File: config.mk
export PLATFORM = sky130hd
export DESIGN_NAME = pouch_alarm_controller_core
export DESIGN_NICKNAME = d
export VERILOG_FILES = /design/src/rtl/pac_pkg.sv /design/src/rtl/pac_front.sv /design/src/rtl/pac_back.sv /design/src/rtl/pouch_alarm_controller_core.sv
export SDC_FILE = /design/constraint.sdc
export NUM_CORES = 1
export LEC_CHECK = 0
export BUFFER_PORTS_ARGS = -buffer_cell sky130_fd_sc_hd__buf_2
export CAP_MARGIN = 10
export CORE_UTILIZATION = 55
export DETAILED_ROUTE_END_ITERATION = 16
export GPL_TIMING_DRIVEN = 0
export HOLD_SLACK_MARGIN = 0.1
export PLACE_DENSITY = 0.74
export SLEW_MARGIN = 20
export SYNTH_ARGS = -nofsm -noshare
export SYNTH_HDL_FRONTEND = slang
export SYNTH_SLANG_ARGS = --single-unit
File: constraint.sdc
create_clock -name clk -period 10.6 [get_ports clk]
set_clock_uncertainty 0.05 [all_clocks]
set_input_delay 0 -clock clk [delete_from_list [all_inputs] [get_ports clk]]
set_output_delay 0 -clock clk [all_outputs]
set_load 0.05 [all_outputs]
File: src/rtl/pac_pkg.sv
// shared types and constants for the pouch alarm controller
`timescale 1ns / 1ps
`default_nettype none
package pac_pkg;
  localparam int UID_BYTES_DEF = 10;
  localparam int MAX_RES = 4;
  localparam int QUEUE_DEPTH = 2;

  localparam logic [3:0] OP_TICK = 4'd0;
  localparam logic [3:0] OP_LOCK = 4'd1;
  localparam logic [3:0] OP_UNLOCK = 4'd2;
  localparam logic [3:0] OP_ARM = 4'd3;
  localparam logic [3:0] OP_DISARM = 4'd4;
  localparam logic [3:0] OP_ALARM = 4'd5;
  localparam logic [3:0] OP_SILENCE = 4'd6;
  localparam logic [3:0] OP_LOCATE = 4'd7;
  localparam logic [3:0] OP_CONNECT = 4'd8;
  localparam logic [3:0] OP_DISCONNECT = 4'd9;
  localparam logic [3:0] OP_MOTION = 4'd10;
  localparam logic [3:0] OP_CARD = 4'd11;
  localparam logic [3:0] OP_CLEAR = 4'd12;

  localparam logic [2:0] KIND_NONE = 3'd0;
  localparam logic [2:0] KIND_EVENT = 3'd1;
  localparam logic [2:0] KIND_UPLOAD = 3'd2;
  localparam logic [2:0] KIND_ACK = 3'd3;
  localparam logic [2:0] KIND_STATUS = 3'd4;

  localparam logic [2:0] EV_LOCK_OK = 3'd0;
  localparam logic [2:0] EV_UNLOCK_OK = 3'd1;
  localparam logic [2:0] EV_ALARM = 3'd2;
  localparam logic [2:0] EV_TAMPER = 3'd3;
  localparam logic [2:0] EV_DEADMAN = 3'd4;
  localparam logic [2:0] EV_REJECT = 3'd5;
  localparam logic [2:0] UP_ALARM = 3'd0;
  localparam logic [2:0] UP_LOCATE = 3'd1;

  localparam logic [2:0] LED_OFF = 3'd0;
  localparam logic [2:0] LED_RED = 3'd1;
  localparam logic [2:0] LED_AMBER = 3'd2;
  localparam logic [2:0] LED_BLUE = 3'd3;
  localparam logic [2:0] LED_GREEN = 3'd4;

  localparam logic [2:0] CFG_THRESH = 3'd0;
  localparam logic [2:0] CFG_REST = 3'd1;
  localparam logic [2:0] CFG_GRACE = 3'd2;
  localparam logic [2:0] CFG_TEST = 3'd3;
  localparam logic [2:0] CFG_STROBE = 3'd4;
  localparam logic [2:0] CFG_STATUS = 3'd5;

  typedef struct packed {
    logic [3:0]  op;
    logic [15:0] accel_magnitude;
    logic [63:0] card_uid_low;
    logic [15:0] card_uid_high;
    logic [3:0]  card_uid_len;
  } in_word_t;

  typedef struct packed {
    logic [2:0] msg_kind;
    logic [2:0] msg_code;
    logic       is_locked;
    logic       is_armed;
    logic       is_alarming;
    logic       is_tampered;
    logic [2:0] led_colour;
    logic       last_of_run;
  } out_word_t;

  // one processed event: up to four messages and their count minus one
  typedef struct packed {
    logic [2:0]  count_m1;
    out_word_t [MAX_RES-1:0] msg;
  } batch_t;
endpackage
`default_nettype wire

File: src/rtl/pac_front.sv
// front: event state machine, one event a cycle, builds a batch of messages
`timescale 1ns / 1ps
`default_nettype none
module pac_front #(
  parameter int UID_BYTES = pac_pkg::UID_BYTES_DEF
) (
  input  wire logic             clk,
  input  wire logic             rst_n,
  input  wire logic             cfg_we,
  input  wire logic [3:0]       cfg_index,
  input  wire logic [15:0]      cfg_data,
  input  wire logic             ev_valid,
  input  wire pac_pkg::in_word_t ev,
  output      pac_pkg::batch_t  batch
);
  import pac_pkg::*;

  localparam logic [3:0] UID_CAP = 4'(UID_BYTES);

  logic [15:0] thresh_r, rest_r, grace_ms_r, test_ms_r, status_ms_r;
  logic [9:0]  strobe_ms_r;

  logic locked_r, armed_r, alarm_r, tamper_r, link_r, grace_run_r, phase_r, enrolled_r;
  logic [15:0] grace_cnt_r, elapsed_r, silence_r, status_cnt_r;
  logic [9:0]  strobe_cnt_r;
  logic [63:0] own_lo_r;
  logic [15:0] own_hi_r;
  logic [3:0]  own_len_r;

  always_ff @(posedge clk) begin
    if (!rst_n) begin
      thresh_r <= 16'd492; rest_r <= 16'd4096; grace_ms_r <= 16'd30000;
      test_ms_r <= 16'd10000; strobe_ms_r <= 10'd120; status_ms_r <= 16'd10000;
    end else if (cfg_we) begin
      unique case (cfg_index)
        {1'b0, CFG_THRESH}: thresh_r <= cfg_data;
        {1'b0, CFG_REST}:   rest_r <= cfg_data;
        {1'b0, CFG_GRACE}:  grace_ms_r <= cfg_data;
        {1'b0, CFG_TEST}:   test_ms_r <= cfg_data;
        {1'b0, CFG_STROBE}: strobe_ms_r <= cfg_data[9:0];
        {1'b0, CFG_STATUS}: status_ms_r <= cfg_data;
        default: ;
      endcase
    end
  end

  function automatic logic [15:0] sat_inc(input logic [15:0] v);
    sat_inc = (v == 16'hffff) ? v : v + 16'd1;
  endfunction

  function automatic logic [79:0] uid_mask(input logic [3:0] n);
    logic [79:0] m;
    m = '0;
    for (int i = 0; i < 10; i++) if (4'(i) < n) m[i*8 +: 8] = 8'hff;
    uid_mask = m;
  endfunction

  // message stamped with the flags and led color as they stand
  function automatic out_word_t stamp(input logic [2:0] kind, input logic [2:0] code,
                                      input logic lk_i, input logic ar_i,
                                      input logic al_i, input logic tp_i,
                                      input logic ph_i);
    out_word_t w;
    logic [2:0] led;
    if (al_i) led = ph_i ? LED_RED : LED_OFF;
    else if (ar_i) led = LED_AMBER;
    else if (lk_i) led = LED_BLUE;
    else led = LED_GREEN;
    w.msg_kind = kind;
    w.msg_code = code;
    w.is_locked = lk_i;
    w.is_armed = ar_i;
    w.is_alarming = al_i;
    w.is_tampered = tp_i;
    w.led_colour = led;
    w.last_of_run = 1'b0;
    stamp = w;
  endfunction

  // next-state values, worked in program order
  logic lk, ar, al, tp, ln, gr, ph, en;
  logic [15:0] gc, el, sl, sc;
  logic [9:0] stc;
  logic [63:0] olo;
  logic [15:0] ohi;
  logic [3:0] olen;
  out_word_t [MAX_RES-1:0] msgs;
  logic [2:0] cnt;

  always_comb begin
    logic started, match;
    logic [15:0] d;
    logic [79:0] m, cu;
    logic [3:0] n, c;
    lk = locked_r; ar = armed_r; al = alarm_r; tp = tamper_r; ln = link_r;
    gr = grace_run_r; ph = phase_r; en = enrolled_r;
    gc = grace_cnt_r; el = elapsed_r; sl = silence_r; sc = status_cnt_r;
    stc = strobe_cnt_r; olo = own_lo_r; ohi = own_hi_r; olen = own_len_r;
    msgs = '0; cnt = 3'd0; started = 1'b0; match = 1'b0;
    d = '0; m = '0; n = '0; c = ev.op;
    cu = {ev.card_uid_high, ev.card_uid_low};

    // card decides which command runs
    if (ev.op == OP_CARD) begin
      if (!en) begin
        n = (ev.card_uid_len < UID_CAP) ? ev.card_uid_len : UID_CAP;
        m = uid_mask(n);
        olo = cu[63:0] & m[63:0]; ohi = cu[79:64] & m[79:64]; olen = n; en = 1'b1;
        c = OP_ARM;
      end else begin
        m = uid_mask(own_len_r);
        match = (ev.card_uid_len == own_len_r) && ((cu & m) == {own_hi_r, own_lo_r});
        c = match ? ((ar || lk || al) ? OP_DISARM : OP_ARM) : OP_CLEAR;
      end
    end
    if (ev.op == OP_TICK) begin
      sc = sat_inc(sc);
      if (al) el = sat_inc(el);
      if (gr) gc = sat_inc(gc);
      if (ar && !al && !ln && gr && gc >= grace_ms_r) begin
        gr = 1'b0; gc = '0;
        if (cnt < 3'd4) begin
          msgs[cnt[1:0]] = stamp(KIND_EVENT, EV_DEADMAN, lk, ar, al, tp, ph);
          cnt = cnt + 3'd1;
        end
        al = 1'b1; el = '0; sl = '0; stc = '0; ph = !ph;
        if (cnt < 3'd4) begin
          msgs[cnt[1:0]] = stamp(KIND_EVENT, EV_ALARM, lk, ar, al, tp, ph);
          cnt = cnt + 3'd1;
        end
        if (cnt < 3'd4) begin
          msgs[cnt[1:0]] = stamp(KIND_UPLOAD, UP_ALARM, lk, ar, al, tp, ph);
          cnt = cnt + 3'd1;
        end
        started = 1'b1;
      end
      if (al && !started) begin
        if (sl != 16'd0 && el >= sl) begin
          al = 1'b0; ph = 1'b0; sl = '0;
          if (cnt < 3'd4) begin
            msgs[cnt[1:0]] = stamp(KIND_STATUS, 3'd0, lk, ar, al, tp, ph);
            cnt = cnt + 3'd1;
          end
          sc = '0;
        end else begin
          stc = (stc == 10'h3ff) ? stc : stc + 10'd1;
          if (stc >= strobe_ms_r) begin stc = '0; ph = !ph; end
        end
      end
      if (sc >= status_ms_r) begin
        if (cnt < 3'd4) begin
          msgs[cnt[1:0]] = stamp(KIND_STATUS, 3'd0, lk, ar, al, tp, ph);
          cnt = cnt + 3'd1;
        end
        sc = '0;
      end
    end else if (ev.op == OP_CARD && en && enrolled_r && !match) begin
      if (cnt < 3'd4) begin
        msgs[cnt[1:0]] = stamp(KIND_EVENT, EV_REJECT, lk, ar, al, tp, ph);
        cnt = cnt + 3'd1;
      end
    end else if ((ev.op >= OP_LOCK && ev.op <= OP_LOCATE) || ev.op == OP_CARD) begin
      unique case (c)
        OP_LOCK: begin
          lk = 1'b1;
          if (cnt < 3'd4) begin
            msgs[cnt[1:0]] = stamp(KIND_EVENT, EV_LOCK_OK, lk, ar, al, tp, ph);
            cnt = cnt + 3'd1;
          end
        end
        OP_UNLOCK: begin
          lk = 1'b0;
          if (cnt < 3'd4) begin
            msgs[cnt[1:0]] = stamp(KIND_EVENT, EV_UNLOCK_OK, lk, ar, al, tp, ph);
            cnt = cnt + 3'd1;
          end
        end
        OP_ARM: begin lk = 1'b1; ar = 1'b1; gr = 1'b0; gc = '0; end
        OP_DISARM: begin lk = 1'b0; ar = 1'b0; tp = 1'b0; al = 1'b0; ph = 1'b0; end
        OP_ALARM: begin
          al = 1'b1; el = '0; sl = test_ms_r; stc = '0; ph = !ph;
          if (cnt < 3'd4) begin
            msgs[cnt[1:0]] = stamp(KIND_EVENT, EV_ALARM, lk, ar, al, tp, ph);
            cnt = cnt + 3'd1;
          end
          if (cnt < 3'd4) begin
            msgs[cnt[1:0]] = stamp(KIND_UPLOAD, UP_ALARM, lk, ar, al, tp, ph);
            cnt = cnt + 3'd1;
          end
        end
        OP_SILENCE: begin
          al = 1'b0; ph = 1'b0; sl = '0;
          if (ar && !ln) begin gr = 1'b1; gc = '0; end
        end
        default: begin
          if (cnt < 3'd4) begin
            msgs[cnt[1:0]] = stamp(KIND_UPLOAD, UP_LOCATE, lk, ar, al, tp, ph);
            cnt = cnt + 3'd1;
          end
        end
      endcase
      if (cnt < 3'd4) begin
        msgs[cnt[1:0]] = stamp(KIND_ACK, 3'(c - 4'd1), lk, ar, al, tp, ph);
        cnt = cnt + 3'd1;
      end
      if (cnt < 3'd4) begin
        msgs[cnt[1:0]] = stamp(KIND_STATUS, 3'd0, lk, ar, al, tp, ph);
        cnt = cnt + 3'd1;
      end
      sc = '0;
    end else if (ev.op == OP_CONNECT) begin
      ln = 1'b1; gr = 1'b0; gc = '0;
    end else if (ev.op == OP_DISCONNECT) begin
      ln = 1'b0;
      if (ar) begin gr = 1'b1; gc = '0; end
    end else if (ev.op == OP_MOTION) begin
      if (ar) begin
        d = (ev.accel_magnitude >= rest_r) ? ev.accel_magnitude - rest_r
                                           : rest_r - ev.accel_magnitude;
        if (d > thresh_r && !tp) begin
          tp = 1'b1;
          if (cnt < 3'd4) begin
            msgs[cnt[1:0]] = stamp(KIND_EVENT, EV_TAMPER, lk, ar, al, tp, ph);
            cnt = cnt + 3'd1;
          end
          al = 1'b1; el = '0; sl = '0; stc = '0; ph = !ph;
          if (cnt < 3'd4) begin
            msgs[cnt[1:0]] = stamp(KIND_EVENT, EV_ALARM, lk, ar, al, tp, ph);
            cnt = cnt + 3'd1;
          end
          if (cnt < 3'd4) begin
            msgs[cnt[1:0]] = stamp(KIND_UPLOAD, UP_ALARM, lk, ar, al, tp, ph);
            cnt = cnt + 3'd1;
          end
        end
      end
    end else if (ev.op == OP_CLEAR) begin
      en = 1'b0; olen = '0; olo = '0; ohi = '0;
    end
    if (cnt == 3'd0) begin
      msgs[0] = stamp(KIND_NONE, 3'd0, lk, ar, al, tp, ph);
      cnt = 3'd1;
    end
  end

  always_ff @(posedge clk) begin
    if (!rst_n) begin
      locked_r <= 1'b0; armed_r <= 1'b0; alarm_r <= 1'b0; tamper_r <= 1'b0;
      link_r <= 1'b0; grace_run_r <= 1'b0; phase_r <= 1'b0; enrolled_r <= 1'b0;
      grace_cnt_r <= '0; elapsed_r <= '0; silence_r <= '0; status_cnt_r <= '0;
      strobe_cnt_r <= '0; own_lo_r <= '0; own_hi_r <= '0; own_len_r <= '0;
    end else if (ev_valid) begin
      locked_r <= lk; armed_r <= ar; alarm_r <= al; tamper_r <= tp;
      link_r <= ln; grace_run_r <= gr; phase_r <= ph; enrolled_r <= en;
      grace_cnt_r <= gc; elapsed_r <= el; silence_r <= sl; status_cnt_r <= sc;
      strobe_cnt_r <= stc; own_lo_r <= olo; own_hi_r <= ohi; own_len_r <= olen;
    end
  end

  always_comb begin
    batch.msg = msgs;
    batch.count_m1 = cnt - 3'd1;
    batch.msg[cnt[1:0] - 2'd1].last_of_run = 1'b1;
  end
endmodule
`default_nettype wire

File: src/rtl/pac_back.sv
// back: batch queue and message serializer with output register
`timescale 1ns / 1ps
`default_nettype none
module pac_back (
  input  wire logic              clk,
  input  wire logic              rst_n,
  input  wire logic              push,
  input  wire pac_pkg::batch_t   batch,
  output      logic              full,
  output      logic              out_valid,
  input  wire logic              out_stall,
  output      pac_pkg::out_word_t out_word
);
  import pac_pkg::*;

  batch_t q_r [QUEUE_DEPTH];
  logic wp_r, rp_r;
  logic [1:0] fill_r;
  logic [1:0] idx_r;
  logic valid_r;
  out_word_t word_r;
  logic load, pop;

  assign full = (fill_r == 2'(QUEUE_DEPTH));
  assign load = (fill_r != 2'd0) && (!valid_r || !out_stall);
  assign pop = load && (idx_r == q_r[rp_r].count_m1[1:0]);

  always_ff @(posedge clk) begin
    if (push) q_r[wp_r] <= batch;
    if (load) word_r <= q_r[rp_r].msg[idx_r];
  end

  always_ff @(posedge clk) begin
    if (!rst_n) begin
      wp_r <= 1'b0; rp_r <= 1'b0; fill_r <= '0; idx_r <= '0; valid_r <= 1'b0;
    end else begin
      if (push) wp_r <= !wp_r;
      if (pop) rp_r <= !rp_r;
      fill_r <= fill_r + 2'(push) - 2'(pop);
      if (load) idx_r <= pop ? 2'd0 : idx_r + 2'd1;
      if (load) valid_r <= 1'b1;
      else if (!out_stall) valid_r <= 1'b0;
    end
  end

  assign out_valid = valid_r;
  assign out_word = word_r;
endmodule
`default_nettype wire

File: src/rtl/pouch_alarm_controller_core.sv
// top level of the pouch alarm controller
// usage:
//  in_ channel: one event word per handshake (valid high, stall low)
//  out_ channel: messages, one word each, last_of_run marks the final
//    message of an event; every event yields one to four words
//  cfg_ port: write cfg_we with cfg_index 0..5 and cfg_data, only while idle
//  path: the front handles an event in the accept cycle and its batch is
//    written into the queue; the serializer then loads each word into the
//    output register, from which it is valid on out_
//  throughput: an event every cycle up to the two-batch queue, and one
//    word per cycle at the serializer while out_stall is low; an event
//    yields at most four words
//  reset: synchronous rst_n clears flags, timers, owner card and queue;
//    configuration returns to its defaults
//  receiver stall: out word holds; the queue fills and then in_stall rises
`timescale 1ns / 1ps
`default_nettype none
module pouch_alarm_controller_core #(
  parameter int UID_BYTES = pac_pkg::UID_BYTES_DEF
) (
  input  wire logic               clk,
  input  wire logic               rst_n,
  input  wire logic               cfg_we,
  input  wire logic [3:0]         cfg_index,
  input  wire logic [15:0]        cfg_data,
  input  wire logic               in_valid,
  output      logic               in_stall,
  input  wire pac_pkg::in_word_t  in_word,
  output      logic               out_valid,
  input  wire logic               out_stall,
  output      pac_pkg::out_word_t out_word
);
  import pac_pkg::*;

  batch_t batch;
  logic full, acc;

  // accept only while the queue has room
  assign in_stall = full;
  assign acc = in_valid && !full;

  pac_front #(.UID_BYTES(UID_BYTES)) u_front (
    .clk, .rst_n, .cfg_we, .cfg_index, .cfg_data,
    .ev_valid(acc), .ev(in_word), .batch
  );

  pac_back u_back (
    .clk, .rst_n, .push(acc), .batch, .full,
    .out_valid, .out_stall, .out_word
  );
endmodule
`default_nettype wire

# [Word-level counts from Yosys, hierarchy flattened]
# Memory sizes are Yosys's and may differ from the RTL's. A register that Yosys moved wholly into a read port is not among the register bits.
# Cells that the tools add are included.
[totals] register_bits=277 latchBits=0 mem_bits_rw=118 rom_bits=0 inputBits=129 output_inout_bits=16 word_cells=676 mem_count=1
[classes] addsub=21 mul=0 div=0 n_lt_le_gt_ge=59 eq_ne=33 shifts=0 muxes=451 n_bitwise=6 reduce_logical=70
[memory_table] name="u_back.q_r" depth=2 word_bits=59 rd=1 rd_clocked_by_memory_dff=1 write_ports=1 line="pac_back.sv:16" text="batch_t q_r [QUEUE_DEPTH];"
[op_table] operator="56-bit 2-to-1 mux" count=35
[op_table] operator="16-bit 2-to-1 mux" count=49
[op_table] operator="64-bit 2-to-1 mux" count=9
[op_table] operator="56-bit bitwise mux" count=10
[op_table] operator="8-bit 2-to-1 mux" count=60
[op_table] operator="14-bit 2-to-1 mux" count=29
[op_table] operator="3-bit 2-to-1 mux" count=113
[op_table] operator="14-bit demux with 2-bit select" count=10
[op_table] operator="42-bit 2-to-1 mux" count=5
[op_table] operator="10-bit 2-to-1 mux" count=15
[op_table] operator="1-bit 2-to-1 mux" count=92
[op_table] operator="80-bit AND" count=1
[op_table] operator="80-bit == test" count=1
[op_table] operator="64-bit AND" count=1
[op_table] operator="16-bit greater-or-equal comparator" count=4
[op_table] operator="16-bit case mux with 2 select lines" count=2
[op_table] operator="14-bit case mux with 4 select lines" count=1
[op_table] operator="4-bit 2-to-1 mux" count=13
[op_table] operator="16-bit by 1-bit adder with 16-bit output, second input constant" count=3
[op_table] operator="16-bit == test, second input constant" count=3
[op_table] operator="2-bit by 3-bit < comparator with 1-bit output, second input constant" count=11
[op_table] operator="3-bit by 4-bit < comparator with 1-bit output, first input constant" count=8
[op_table] operator="16-bit subtractor" count=2
[op_table] operator="14-bit binary-select mux with 2-bit select" count=1
[op_table] operator="other kinds (52)" count=162

# [Depth between registers and ports, before layout]
[depth] ltp_word=45 mapped_depth=41 ltp_nobuf=39

# [Hierarchy]
# From an unflattened synthesis, not the netlist that was laid out.
[hier_totals] cells_unflattened=2600 hier_area_um2=22542.9
[by_module_without_submodules] mod="pac_front" instances=1 cells_each=2344 area_each_um2=17395.4 seq_area_each_um2=5124.9
[by_module_without_submodules] mod="pac_back" instances=1 cells_each=255 area_each_um2=5133.7 seq_area_each_um2=4063.9
[by_module_without_submodules] mod="pouch_alarm_controller_core" instances=1 cells_each=1 area_each_um2=13.8 seq_area_each_um2=0.0

# [Worst setup path before layout]
# Ideal clock, no wire load.
[synth_path] path_type="register to register" from="reg u_front.grace_cnt_r[4]" to="mem u_back.q_r[0][57] (netlist name), data pin" setup_ps=265 t_arrival_ps=7899 required_ps=10285 slack_ps=2386 path_stages_with_launch=38 path_buffers=3 synth_period_minus_slack_ps=8214 cell_sequence="dfxtp_1 -> and3_1 -> and4_1 -> nand2_1 -> or4_1 -> nor2_1 -> xnor2_1 -> o21ai_0 -> ha_1 -> a21o_1 -> a21o_1 -> a21oi_1 -> o22ai_1 -> a21oi_1 -> clkbuf_1 -> clkbuf_1 -> clkbuf_1 -> nand2_1 -> (+2 left out) -> a21o_1 -> a21oi_1 -> o21ai_0 -> o41ai_1 -> a21oi_1 -> nand2_1 -> o21ai_0 -> ha_1 -> nand2b_1 -> a21o_1 -> a21o_1 -> a211oi_1 -> o21ai_0 -> a21o_1 -> o311ai_0 -> nor3_1 -> or2_1 -> ha_1"
[synth_lines] element="start, declared" line="pac_front.sv:24" text="logic [15:0] grace_cnt_r, elapsed_r, silence_r, status_cnt_r;"
[synth_lines] element="start signal, assigned" line="pac_front.sv:250" text="grace_cnt_r <= '0; elapsed_r <= '0; silence_r <= '0; status_cnt_r <= '0;"
[synth_lines] element="start signal, assigned" line="pac_front.sv:255" text="grace_cnt_r <= gc; elapsed_r <= el; silence_r <= sl; status_cnt_r <= sc;"
[synth_lines] element="end, declared" line="pac_back.sv:16"

==> metrics.md <==
| Metric | Value |
|---|---|
| Status | finished clean |
| Post-Syn Instances | 2569 |
| Starting density of the core | 0.561 |
| First DRT Iteration DRCs | 2177 |
| Nets | 3154 |
| Pre-antenna DRT Iters | 6 |
| Clk sinks | 392 |
| CP required | 10.92 ns |
| Fin. max-slew vios | 0 |
| Root Driver | clkbuf_16 |
| CTS tree | done |
| Routed wire per std cell | 20.8 um |
| Layout cells sized above 1 | 0.106 |
| Max reg flops | 114 |
| Maximum VDD drop | 0.000128 V |
| Critical Path Start Type | register |
| Fin cells | 3460 |
| Crit-path most repeated cell | a21o_1 |
| Post-layout util | 0.668 |
| Relative slew margins | 0.252 |
| Final instance area | 26700 um2 |
| Seq pwr share | 0.408 |
| Slew @ Worst Pin | 1.11 ns |
| Residual DRC count | 0 |
| Netlist cell types | 93 |
| P_leak | 0.0105 uW |
| RSZ-0062 raised after global routing | no |
| Sw Share | 0.307 |
| Gpl congestion | 0.973 |
| Slowest cell on crit path | or3_1 |
| Height of the chip | 204 um |
| Vias in the first global route | 20600 |
| Antenna Nets Post-Route | 0 |
| CTS Buf Count | 44 |
| Post-synth EDFFs | 128 |
| Number of inserted diodes | 0 |
| Clock Power Share | 0.362 |
| Max FO, Critical Path | 12 |
| Largest Register | u_back.q_r |
| First-pass GRT wire length | 112000 um |
| Critical path endpoint category | register |
| Setup tns final | 0 ns |
| Clock buffer depth | 3 |
| Hold Path Class | input port to register |
| Max Freq | 99.8 MHz |
| Htree depth | 2 |
| Antenna violations before repair | 0 |
| Regs by FF count | u_back.q_r (114), u_front.own_lo_r (64) |
| P per Cell Area | 161 nW/um2 |
| CP max stage delay | 0.51 ns |
| Clk_lat worst skew | 0.60 ns |
| Remaining global-route overflow | 0 |
| Full die area | 41600 um2 |
| Gr usage total | 0.344 |
| FF+latch count, synth | 392 |
| Worst-path clk slew | 0.07 ns |
| Row cnt | 73 |
| P_int | 2990 uW |
| Async set-reset flop share out of synthesis | 0 |
| Hpwl dp | 51800 um |
| Combinational share of power | 0.230 |
| Final setup viols | 0 |
| Synthesized area | 22400 um2 |
| Max-Cap Viols | 0 |
| Placed Cells | 3255 |
| Pin count of the biggest net entering global routing | 54 |
| Seq/Total Area, Yosys | 0.407 |
| Area grow syn2layout | 19.1% |
| WS Path Type | register to register |
| Hold WS | 0.154 ns |
| Die Wd | 204 um |
| WL final | 71800 um |
| Ys Warns | 0 |
| Area after DPL | 24000 um2 |
| IO buf count | 142 |
| Core area | 40000 um2 |
| Fin. Hold Viols | 0 |
| Vias/cell | 6.18 |
| Final min period | 10.02 ns |
| Syn Area/Cell | 8.73 um2 |
| Part of the cycle the worst path needs | 0.945 |
| Switch Pwr | 1330 uW |
| Critical path arrival | 10.34 ns |
| DR vias | 21400 |
| I/O pin total | 145 |
| Prevailing post-synth register cell | dfxtp_1 |
-- cell families after synthesis --
kind of cell	Yosys count	share of synthesized area
buffers and inverters	275	0.0471
muxes	83	0.0529
xor gates and xnor gates	89	0.0347
DFF	392	0.407
adders and majority gates	126	0.0709
AOI/OAI and AO/OA	653	0.192
and+or+nand+nor	950	0.195
other	1	0.000167
-- metal layers --
| metal | vias to the layer above | global-route usage | part of all wire |
|---|---|---|---|
| li1 | 9909 | - | - |
| met1 | 10300 | 0.452 | 0.42 |
| met5 | - | 0 | 0 |
| met3 | 201 | 0.0458 | 0.073 |
| met2 | 997 | 0.558 | 0.46 |
| met4 | 0 | 0.168 | 0.046 |
-- power groups by stage --
| stage | clock (uW) | combinational, uW | sequential [uW] |
|---|---|---|---|
| after floorplan | 0 | 538 | 1880 |
| after global placement | 0 | 887 | 1790 |
| after detailed placement | 0 | 943 | 1790 |
| after CTS | 1570 | 983 | 1760 |
| after global routing | 1640 | 1060 | 1770 |
| final | 1560 | 991 | 1760 |
-- timing repair --
action,in CTS,in global routing
hold buffers,124,0
setup endpoints to repair,22,46
buffers inserted,0,0
endpoints found under the hold margin,254,0
pin swaps,0,0
resized for setup,2,12
-- worst max-delay path: cells and delay by family, from the launching register on --
family,cells,cell delay [ns]
AOI/OAI and AO/OA,15,3.88
xor gates and xnor gates,1,0.17
adders and majority gates,3,0.75
buffers and inverters,4,1.18
DFF,1,0.37
muxes,1,0.39
and+or+nand+nor,13,2.97
-- placed cells by master, fill, tap and decap left out, types with 24 or more instances in the layout --
master           n
nand2_1        342
nor2_1         277
dfxtp_1        264
a21oi_1        190
buf_2          154
inv_1          145
edfxtp_1       128
ha_1           124
dlygate4sd3_1  124
clkbuf_1       110
a22oi_1        106
o21ai_0         87
nand3_1         84
a21o_1          51
xnor2_1         50
clkbuf_16       44
xor2_1          39
mux2i_1         38
nor3_1          37
nand4_1         27
nand2b_1        27
mux4_2          26
o211ai_1        24
nor2b_1         24
-- cell type report --
| type | count | area (um2) |
|---|---|---|
| repair buffers | 272 | 2060 |
| inverters | 147 | 556 |
| well taps | 525 | 657 |
| flip-flops and latches | 392 | 9130 |
| clock inverters | 25 | 265 |
| multi-input cells | 1915 | 12400 |
| fillers | 3267 | 13300 |
| clock buffers | 57 | 1200 |
| plain buffers | 127 | 505 |
-- synth_stat cells, types with 26 or more instances --
master	number	area share
a21o_1	51	0.017
a21oi_1	192	0.043
a22oi_1	106	0.035
clkbuf_1	106	0.018
dfxtp_1	264	0.24
edfxtp_1	128	0.17
ha_1	124	0.069
inv_1	145	0.024
mux2i_1	38	0.017
mux4_2	26	0.026
nand2_1	342	0.057
nand2b_1	27	0.0075
nand3_1	84	0.019
nand4_1	27	0.0075
nor2_1	281	0.047
nor3_1	38	0.0085
o21ai_0	87	0.019
xnor2_1	50	0.020
xor2_1	39	0.015
-- final timing paths --
kind	start	to	slack [ns]	cells after the start
worst min-delay path	in_word[103]	u_front.enrolled_r$_SDFFE_PN0P_	0.15	4
worst min register to register	u_front.thresh_r[10]$_SDFFE_PN0P_	u_front.thresh_r[10]$_SDFFE_PN0P_	0.40	2
worst max-delay path	u_front.grace_cnt_r[4]$_SDFFE_PN0P_	u_back.q_r[1][2]$_DFFE_PP_	0.58	37
worst max register to register	u_front.grace_cnt_r[4]$_SDFFE_PN0P_	u_back.q_r[1][2]$_DFFE_PP_	0.58	37
-- through the flow --
stage                     power, uW  setup WS (ns)
after detailed placement       2730         -0.111
after floorplan                2420           2.39
after global placement         2680       -0.00862
after CTS                      4310         0.0678
after global routing           4470         0.0300
final                          4310          0.583
No activity file was read; power rests on OpenSTA's default activity.
